`config.mk`:
```
export PLATFORM = sky130hd
export DESIGN_NAME = command_line_argument_splitter_unit
export DESIGN_NICKNAME = d
export VERILOG_FILES = /design/src/sv/clas_pkg.sv /design/src/sv/clas_front.sv /design/src/sv/clas_queue.sv /design/src/sv/clas_back.sv /design/src/sv/command_line_argument_splitter_unit.sv
export VERILOG_INCLUDE_DIRS = /design/src /design/src/sv
export SDC_FILE = /design/constraint.sdc
export NUM_CORES = 1
export LEC_CHECK = 0
export ABC_CLOCK_PERIOD_IN_PS = 10320
export BUFFER_PORTS_ARGS = -buffer_cell sky130_fd_sc_hd__buf_4
export CORE_ASPECT_RATIO = 2
export CORE_MARGIN = 2
export CORE_UTILIZATION = 66
export DETAILED_ROUTE_END_ITERATION = 10
export PLACE_DENSITY = 0.91
export SYNTH_ARGS = -nofsm -noshare
export SYNTH_HDL_FRONTEND = slang
export SYNTH_SLANG_ARGS = --single-unit
```
`constraint.sdc`:
```
create_clock -name clk -period 10.32 [get_ports clk]
set_input_delay 1.548 -clock clk [delete_from_list [all_inputs] [get_ports clk]]
set_output_delay 1.548 -clock clk [all_outputs]
set_load 0.005 [all_outputs]
```
`src/sv/assert_macros.svh`:
```
// Assertion macros for the argument splitter.
// Standalone; modules include it by file name.
`ifndef ASSERT_MACROS_SVH
`define ASSERT_MACROS_SVH
`ifndef SYNTHESIS
`define CLAS_ASSERT(name, prop, msg) \
  name: assert property (@(posedge clk) disable iff (!rst_n) prop) else $error(msg);
`define CLAS_ASSERT_ALWAYS(name, prop, msg) \
  name: assert property (@(posedge clk) prop) else $error(msg);
`else
`define CLAS_ASSERT(name, prop, msg)
`define CLAS_ASSERT_ALWAYS(name, prop, msg)
`endif
`endif

```
`src/sv/clas_pkg.sv`:
```
// Shared types, constants and helpers for the argument splitter.
// No dependencies.
`timescale 1ns / 1ps
package clas_pkg;

  localparam int RUN_BITS   = 16;
  localparam int REP_W      = 16;
  localparam int CNT_W      = 16;
  localparam int RUN_EXT_W  = (RUN_BITS > REP_W) ? RUN_BITS : REP_W;
  localparam int QDEPTH     = 4;
  localparam int QPTR_W     = $clog2(QDEPTH);

  localparam logic [REP_W-1:0] REP_MAX = {REP_W{1'b1}};
  localparam logic [CNT_W-1:0] CNT_MAX = {CNT_W{1'b1}};

  localparam logic [7:0] CH_NUL   = 8'h00;
  localparam logic [7:0] CH_TAB   = 8'h09;
  localparam logic [7:0] CH_SPACE = 8'h20;
  localparam logic [7:0] CH_QUOTE = 8'h22;
  localparam logic [7:0] CH_SLASH = 8'h5C;

  typedef struct packed {
    logic [7:0]       ch;
    logic [REP_W-1:0] rep;
    logic             arg_end;
    logic             line_end;
    logic [CNT_W-1:0] arg_total;
    logic             last;
  } res_t;

  typedef struct packed {
    res_t res0;
    res_t res1;
    logic two;
  } entry_t;

  function automatic logic [REP_W-1:0] sat_rep(input logic [RUN_BITS-1:0] v);
    logic [RUN_EXT_W-1:0] e;
    e = RUN_EXT_W'(v);
    if (e > RUN_EXT_W'(REP_MAX)) return REP_MAX;
    else return e[REP_W-1:0];
  endfunction

endpackage

```
`src/sv/clas_front.sv`:
```
// Front end: accepts request bytes, tracks quoting state, builds result entries.
// Depends on clas_pkg.
`timescale 1ns / 1ps
module clas_front (
  input  logic                   clk,
  input  logic                   rst_n,
  input  logic                   in_valid,
  input  logic [7:0]             in_byte,
  output logic                   in_stall,
  input  logic                   q_full,
  output logic                   push,
  output clas_pkg::entry_t       push_entry
);

  logic                          in_arg_r, in_arg_nxt;
  logic                          quote_r, quote_nxt;
  logic                          pend_r, pend_nxt;
  logic [clas_pkg::RUN_BITS-1:0] run_r, run_nxt;
  logic [clas_pkg::CNT_W-1:0]    args_r, args_nxt;

  logic                          accept;
  logic                          q_eff;
  logic                          flush;
  logic [clas_pkg::RUN_BITS-1:0] half;
  logic [clas_pkg::CNT_W-1:0]    args_inc;
  logic [1:0]                    cnt;
  clas_pkg::res_t                r0, r1;
  clas_pkg::res_t                slash_res, char_res, blank_res;

  assign in_stall = q_full;
  assign accept   = in_valid && !q_full;
  assign half     = run_r >> 1;
  assign flush    = (run_r != '0);
  assign args_inc = (args_r == clas_pkg::CNT_MAX) ? args_r : args_r + 1'b1;
  assign q_eff    = pend_r ? 1'b0 : quote_r;

  always_comb begin
    blank_res           = '0;
    blank_res.arg_total = args_r;
    slash_res           = blank_res;
    slash_res.ch        = clas_pkg::CH_SLASH;
    slash_res.rep       = clas_pkg::sat_rep(run_r);
    char_res            = blank_res;
    char_res.ch         = in_byte;
    char_res.rep        = clas_pkg::REP_W'(1);

    r0         = blank_res;
    r1         = blank_res;
    cnt        = 2'd0;
    in_arg_nxt = in_arg_r;
    quote_nxt  = quote_r;
    pend_nxt   = 1'b0;
    run_nxt    = run_r;
    args_nxt   = args_r;

    if (pend_r && in_byte == clas_pkg::CH_QUOTE) begin
      r0       = blank_res;
      r0.ch    = clas_pkg::CH_QUOTE;
      r0.rep   = clas_pkg::REP_W'(1);
      cnt      = 2'd1;
    end else begin
      quote_nxt = q_eff;
      if (in_byte == clas_pkg::CH_NUL) begin
        r0 = flush ? slash_res : blank_res;
        if (in_arg_r) begin
          r0.arg_end   = 1'b1;
          r0.arg_total = args_inc;
        end
        r0.line_end = 1'b1;
        cnt         = 2'd1;
        in_arg_nxt  = 1'b0;
        quote_nxt   = 1'b0;
        run_nxt     = '0;
        args_nxt    = '0;
      end else if (in_byte == clas_pkg::CH_SLASH) begin
        in_arg_nxt = 1'b1;
        if (run_r != {clas_pkg::RUN_BITS{1'b1}}) run_nxt = run_r + 1'b1;
      end else if (in_byte == clas_pkg::CH_QUOTE) begin
        in_arg_nxt = 1'b1;
        run_nxt    = '0;
        if (half != '0) begin
          r0     = blank_res;
          r0.ch  = clas_pkg::CH_SLASH;
          r0.rep = clas_pkg::sat_rep(half);
          if (run_r[0]) begin
            r1     = blank_res;
            r1.ch  = clas_pkg::CH_QUOTE;
            r1.rep = clas_pkg::REP_W'(1);
            cnt    = 2'd2;
          end else begin
            cnt = 2'd1;
          end
        end else if (run_r[0]) begin
          r0     = blank_res;
          r0.ch  = clas_pkg::CH_QUOTE;
          r0.rep = clas_pkg::REP_W'(1);
          cnt    = 2'd1;
        end
        if (!run_r[0]) begin
          if (q_eff) pend_nxt = 1'b1;
          else quote_nxt = 1'b1;
        end
      end else begin
        run_nxt = '0;
        if ((in_byte == clas_pkg::CH_SPACE || in_byte == clas_pkg::CH_TAB) && !q_eff) begin
          if (in_arg_r) begin
            r0           = flush ? slash_res : blank_res;
            r0.arg_end   = 1'b1;
            r0.arg_total = args_inc;
            args_nxt     = args_inc;
            in_arg_nxt   = 1'b0;
            cnt          = 2'd1;
          end else if (flush) begin
            r0  = slash_res;
            cnt = 2'd1;
          end
        end else begin
          in_arg_nxt = 1'b1;
          if (flush) begin
            r0  = slash_res;
            r1  = char_res;
            cnt = 2'd2;
          end else begin
            r0  = char_res;
            cnt = 2'd1;
          end
        end
      end
    end

    r0.last = (cnt == 2'd1);
    r1.last = 1'b1;
  end

  assign push            = accept && (cnt != 2'd0);
  assign push_entry.res0 = r0;
  assign push_entry.res1 = r1;
  assign push_entry.two  = (cnt == 2'd2);

  always_ff @(posedge clk) begin
    if (!rst_n) begin
      in_arg_r <= 1'b0;
      quote_r  <= 1'b0;
      pend_r   <= 1'b0;
      run_r    <= '0;
      args_r   <= '0;
    end else if (accept) begin
      in_arg_r <= in_arg_nxt;
      quote_r  <= quote_nxt;
      pend_r   <= pend_nxt;
      run_r    <= run_nxt;
      args_r   <= args_nxt;
    end
  end

endmodule

```
`src/sv/clas_queue.sv`:
```
// Short entry queue between front and back ends.
// Depends on clas_pkg and assert_macros.svh.
`timescale 1ns / 1ps
`include "assert_macros.svh"
module clas_queue (
  input  logic             clk,
  input  logic             rst_n,
  input  logic             push,
  input  clas_pkg::entry_t push_entry,
  output logic             full,
  input  logic             pop,
  output clas_pkg::entry_t head,
  output logic             empty
);

  clas_pkg::entry_t              mem_r [clas_pkg::QDEPTH];
  logic [clas_pkg::QPTR_W-1:0]   wr_r, rd_r;
  logic [clas_pkg::QPTR_W:0]     cnt_r;

  assign full  = (cnt_r == (clas_pkg::QPTR_W+1)'(clas_pkg::QDEPTH));
  assign empty = (cnt_r == '0);
  assign head  = mem_r[rd_r];

  always_ff @(posedge clk) begin
    if (push) mem_r[wr_r] <= push_entry;
  end

  always_ff @(posedge clk) begin
    if (!rst_n) begin
      wr_r  <= '0;
      rd_r  <= '0;
      cnt_r <= '0;
    end else begin
      if (push) wr_r <= wr_r + 1'b1;
      if (pop) rd_r <= rd_r + 1'b1;
      if (push && !pop) cnt_r <= cnt_r + 1'b1;
      else if (pop && !push) cnt_r <= cnt_r - 1'b1;
    end
  end

  `CLAS_ASSERT(a_no_overflow, (!(push && full)), "push into full queue")
  `CLAS_ASSERT(a_no_underflow, (!(pop && empty)), "pop from empty queue")
  `CLAS_ASSERT(a_cnt_bound, (cnt_r <= (clas_pkg::QPTR_W+1)'(clas_pkg::QDEPTH)), "queue count high")

endmodule

```
`src/sv/clas_back.sv`:
```
// Back end: unpacks queue entries into single results behind an output register.
// Depends on clas_pkg and assert_macros.svh.
`timescale 1ns / 1ps
`include "assert_macros.svh"
module clas_back (
  input  logic             clk,
  input  logic             rst_n,
  input  clas_pkg::entry_t head,
  input  logic             empty,
  output logic             pop,
  input  logic             out_stall,
  output logic             out_valid,
  output clas_pkg::res_t   out_res
);

  logic           out_valid_r;
  clas_pkg::res_t out_r;
  logic           sub_r;
  logic           load;

  assign load      = !out_valid_r || !out_stall;
  assign pop       = load && !empty && (sub_r || !head.two);
  assign out_valid = out_valid_r;
  assign out_res   = out_r;

  always_ff @(posedge clk) begin
    if (load && !empty) out_r <= sub_r ? head.res1 : head.res0;
  end

  always_ff @(posedge clk) begin
    if (!rst_n) begin
      out_valid_r <= 1'b0;
      sub_r       <= 1'b0;
    end else if (load) begin
      out_valid_r <= !empty;
      if (!empty) sub_r <= !sub_r && head.two;
    end
  end

  `CLAS_ASSERT(a_sub_has_entry, (sub_r |-> (!empty && head.two)), "second half without entry")
  `CLAS_ASSERT(a_line_end_last, (out_valid_r && out_r.line_end |-> out_r.last), "line end not last")
  `CLAS_ASSERT(a_first_not_last, (out_valid_r && sub_r |-> !out_r.last), "first of pair marked last")

endmodule

```
`src/sv/command_line_argument_splitter_unit.sv`:
```
// Command-line argument splitter. Takes one command-line byte per cycle
// (a zero byte ends the line) and returns the characters of each argument,
// backslash runs as one result with a repeat count, with argument and line
// end flags and a running argument count. The front end accepts one byte
// every cycle while its 4-entry queue has room; a byte gives zero, one or
// two results, and the back end sends at most one result per cycle from its
// output register, so bytes that give two results (an odd backslash run of
// three or more before a quote, or a backslash run before an ordinary
// character) send them one after the other, which the queue absorbs.
// Depends on clas_pkg, clas_front, clas_queue, clas_back.
`timescale 1ns / 1ps
module command_line_argument_splitter_unit (
  input  logic                         clk,
  input  logic                         rst_n,
  input  logic                         in_valid,
  input  logic [7:0]                   in_byte,
  output logic                         in_stall,
  output logic                         out_valid,
  input  logic                         out_stall,
  output logic [7:0]                   out_byte,
  output logic [clas_pkg::REP_W-1:0]   out_repeat_res,
  output logic                         out_arg_end,
  output logic                         out_line_end,
  output logic [clas_pkg::CNT_W-1:0]   out_arg_total,
  output logic                         out_last
);

  logic             push, full, pop, empty;
  clas_pkg::entry_t push_entry, head;
  clas_pkg::res_t   res;

  clas_front u_front (
    .clk        (clk),
    .rst_n      (rst_n),
    .in_valid   (in_valid),
    .in_byte    (in_byte),
    .in_stall   (in_stall),
    .q_full     (full),
    .push       (push),
    .push_entry (push_entry)
  );

  clas_queue u_queue (
    .clk        (clk),
    .rst_n      (rst_n),
    .push       (push),
    .push_entry (push_entry),
    .full       (full),
    .pop        (pop),
    .head       (head),
    .empty      (empty)
  );

  clas_back u_back (
    .clk       (clk),
    .rst_n     (rst_n),
    .head      (head),
    .empty     (empty),
    .pop       (pop),
    .out_stall (out_stall),
    .out_valid (out_valid),
    .out_res   (res)
  );

  assign out_byte       = res.ch;
  assign out_repeat_res = res.rep;
  assign out_arg_end    = res.arg_end;
  assign out_line_end   = res.line_end;
  assign out_arg_total  = res.arg_total;
  assign out_last       = res.last;

endmodule

```
==> metrics.md <==
| Metric | Value |
|---|---|
| Final Cell Area | `16700 um^2` |
| WP data required | `between 10 and 15 ns` |
| Die X | `roughly 110 um` |
| Area growth syn-to-layout | `10.7%` |
| Ratio of final minimum period to clock period | `0.454` |
| Dpl cell area | `around 16000 um^2` |
| DRT antenna net count | `0` |
| CTS root buf | `clkbuf_16` |
| Total Wirelength | `roughly 35000 um` |
| Cell count after placement | `1274` |
| GRT Max-Usage Layer | `met2` |
| CTS buffer count | `29` |
| #FFs+latches synth | `around 370` |
| Setup TNS Final | `0 ns` |
| Share of layout cells above drive strength 1 | `0.210` |
| Largest cells by area after synthesis | `edfxtp_1 (64%), mux4_2 (10%), dfxtp_1 (6.1%), nand2_1 (3.2%), a21oi_1 (1.6%)` |
| Largest net degree at the start of global routing | `70` |
| Clock Path Buffers | `3` |
| Antenna violations before repair | `0` |
| Status | `finished clean` |
| Effective utilization at floorplan | `0.668` |
| Worst path cell trace | `buf_4 > or3_1 > or3_1 > nand2_1 > o211ai_1 > a31oi_4 > and2_2 > buf_4` |
| Setup CP Type | `in -> reg` |
| Final number of max-transition violations | `0` |
| Post-Synthesis Net Count | `between 900 and 1000` |
| Gate Count Post-Synth | `around 970` |
| Yosys cell types | `67` |
| Final hold vios | `0` |
| Crit. path cell count | `8` |
| Area leader, netlist | `edfxtp_1` |
| Cts repair resizes | `0` |
| Num rows | `between 70 and 80` |
| Met3 Usage GRT | `0.0328` |
| I/O Pins | `57` |
| Worst Setup SP | `in_byte[7]` |
| Clock latency on the worst-skew pair | `roughly 0.56 ns` |
| Synth Cell Area | `between 15000 and 20000 um^2` |
| Core area | `around 23000 um^2` |
| Die ar. | `24100 um^2` |
| Fraction of registers with async set/reset | `0` |
| Port Buffers | `56` |
| Slew HR | `0.255` |
| Reg2reg end | `u_queue.mem_r[3][83]$_DFFE_PP_` |
| EDFF count, synth | `roughly 320` |
| Placer Congestion | `around 0.94` |
| Final setup fails | `0` |
| Leakage | `~5.6 nW` |
| Critical Path AT | `roughly 5 ns` |
| Critical Path Slowest Stage Cell | `and2_2` |
| Routed vias | `~9000` |
| Crit end category | `register` |
| Worst Reg-to-Reg Cells | `7` |
| Clk_skew | `approximately 0.019 ns` |
| Ys flop type | `edfxtp_1` |
| Min Tclk post-route | `4.69 ns` |
| Fillers | `roughly 1300` |
| Diode count | `0` |
| Max Cap Viol | `0` |
| Startpoint Class | `primary input` |
| Hold WC Path Type | `reg -> reg` |
| Worst-path clk slew | `0.07 ns` |
| First-pass GRT wire length | `between 50000 and 60000 um` |
| RSZ-0062 raised after global routing | `false` |
| CTS tree | `done` |
| Sequential-to-total area share from yosys stat | `0.697` |
| Yosys warnings | `0` |
| Drc violations | `0` |
| Total GRT Usage | `0.290` |
| GR Util met1 | `0.329` |
| CP bufs+invs | `2` |
| Router iterations before antenna repair | `6` |
| Drt wl/cell | `roughly 26 um` |
| Met2 GRT Util | `0.531` |
| Number of global-route vias before repair | `about 9300` |
| Postcts setup bufs | `0` |
| Cell Count, Final, Fillers Out | `about 1300` |
| Overall die height | `approximately 220 um` |
| Crit path capture | `u_queue.mem_r[3][83]$_DFFE_PP_` |
| CP max stage delay | `~0.7 ns` |
| HPWL Detailed | `21000 um` |
| Max VDD drop | `0.000193 V` |
| CTS sink cnt | `365` |
| Slew at the pin closest to its max-slew limit | `between 1 and 1.5 ns` |
| Max Freq | `between 200 and 250 MHz` |
| Post-synthesis average cell area | `between 15 and 20 um^2` |
| Fin nets | `1048` |
| Critical path peak fanout | `40` |
| H-Tree Depth | `1` |
| Total gr overflow | `0` |
| Initial DRC Count | `roughly 810` |
| RR Startpoint | `u_front.run_r[3]$_SDFFE_PN0P_` |
| Worst R2R Setup Slack | `roughly 6 ns` |
| Yosys top cell area share | `0.636` |
| Critical path's top delay family | `simple AND/OR/NAND/NOR gates` |
| Hold_buf cts | `0` |
| Pwr dens | `around 230 nW/um^2` |
| Vias per inst | `about 6.8` |
routing by layer:
| metal | wire length, um | vias up |
|---|---|---|
| li1 | - | 3830 |
| met1 | 11400 | 4392 |
| met2 | 18800 | 629 |
| met3 | 2350 | 160 |
| met4 | 2120 | 0 |
| met5 | 0 | - |
cell usage in the layout (no fill, tap or decap), types with 4 or more instances in the layout:
cell type / count
and4_1: 6
o22ai_1: 5
and3_1: 11
nor2_1: 51
clkinvlp_4: 5
xor2_1: 14
nand4_1: 9
edfxtp_1: 319
clkinv_2: 8
or3_1: 6
a41oi_1: 4
buf_4: 68
xnor2_1: 10
o21a_1: 5
and2_1: 27
a21oi_1: 48
nand2_1: 127
o21ai_1: 7
nand3_1: 27
dfxtp_1: 44
and2_2: 4
a31oi_1: 8
inv_1: 14
nand2b_1: 4
ha_1: 10
mux4_2: 69
clkbuf_16: 29
nor4_1: 8
nor3_1: 14
o21ai_0: 11
logic make-up (layout without fill, tap and decap cells):
logic type	after synthesis	after routing	share of synthesized area
AND/OR/NAND/NOR	323	323	0.106
multiplexers	74	74	0.107
AO/OA/AOI/OAI	113	113	0.0495
XOR/XNOR	24	24	0.0140
adder cells (fa/ha/maj)	11	11	0.00963
flip-flops	365	365	0.697
buffers and inverters	64	137	0.0173
state kept, by name (all words and copies together) (netlist names), named ones only:
register and flops:
u_front.pend_r 1, u_queue.wr_r 2, u_back.sub_r 1, u_front.args_r 16, u_front.in_arg_r 1, u_front.run_r 16
u_queue.mem_r 276, u_queue.rd_r 2, u_queue.cnt_r 3, u_front.quote_r 1, u_back.out_valid 1, u_back.out_res 43
through the flow:
stage          setup slack [ns]  utilization  power (mW)  hold WS, ns
3_5_place_dp               5.06        0.698        2.84        0.491
3_3_place_gp               5.10        0.698        2.80        0.489
2_1_floorplan              5.03            -        2.49        0.455
5_1_grt                    5.43        0.739        4.04        0.528
6_report                   5.63        0.739        3.90        0.500
4_1_cts                    5.64        0.739        3.92        0.500
cell usage after synthesis (3+ instances only):
master and instances:
nand4_1 9, mux4_2 69, mux2i_1 3, xnor2_1 10, a41oi_1 4, o21ai_1 7
o21ai_0 11, a31oi_1 8, o22ai_1 5, buf_1 8, nor2b_1 3, inv_1 14
buf_2 10, o21a_1 5, and4_1 6, nor4_1 8, ha_1 10, or2_2 3
nor2_1 51, a21oi_1 49, or3_1 6, and3_1 11, edfxtp_1 319, clkbuf_1 29
or4_1 3, dfxtp_1 46, nor3_1 14, and2_1 31, xor2_1 14, nand3b_1 3
nand2_1 127, nand4b_1 3, nand3_1 27, nand2b_1 4
cell type report:
type | instances | area, um^2 | area share
timing repair buffer | 68 | 510 | 0.0306
clock inverter | 19 | 149 | 0.00893
sequential | 365 | 10500 | 0.630
inverter | 16 | 60.1 | 0.00360
tap | 280 | 350 | 0.0210
clock buffer | 34 | 774 | 0.0465
multi-input combinational | 545 | 4320 | 0.259
report_power, final:
part	leakage (nW)	switching [mW]	internal [mW]
Sequential	3.40	0.0887	1.89
Combinational	1.78	0.454	0.373
Clock	0.448	0.521	0.569
worst register-to-register path: stages (launching register included):
cell	delay, ns
dfxtp_1	0.39
nor4_1	0.88
and4_1	0.59
nand3b_1	0.20
a31o_2	0.27
a31oi_4	0.24
and2_2	0.72
buf_4	0.62
worst min-delay path by stage:
stage | startpoint | endpoint | slack [ns] | cells past startpoint
finish | u_queue.wr_r[0]$_SDFFE_PN0P_ | u_queue.wr_r[0]$_SDFFE_PN0P_ | 0.50 | 2
detailed placement | u_queue.wr_r[0]$_SDFFE_PN0P_ | u_queue.wr_r[0]$_SDFFE_PN0P_ | 0.49 | 2
floorplan | u_front.args_r[3]$_SDFFE_PN0P_ | u_queue.mem_r[0][4]$_DFFE_PP_ | 0.45 | 0
global placement | u_queue.wr_r[0]$_SDFFE_PN0P_ | u_queue.wr_r[0]$_SDFFE_PN0P_ | 0.49 | 2
global route | u_back.out_valid$_SDFFE_PN0N_ | u_back.out_valid$_SDFFE_PN0N_ | 0.53 | 2
CTS | u_queue.wr_r[0]$_SDFFE_PN0P_ | u_queue.wr_r[0]$_SDFFE_PN0P_ | 0.50 | 2
Power figures use the tool's default switching activity.
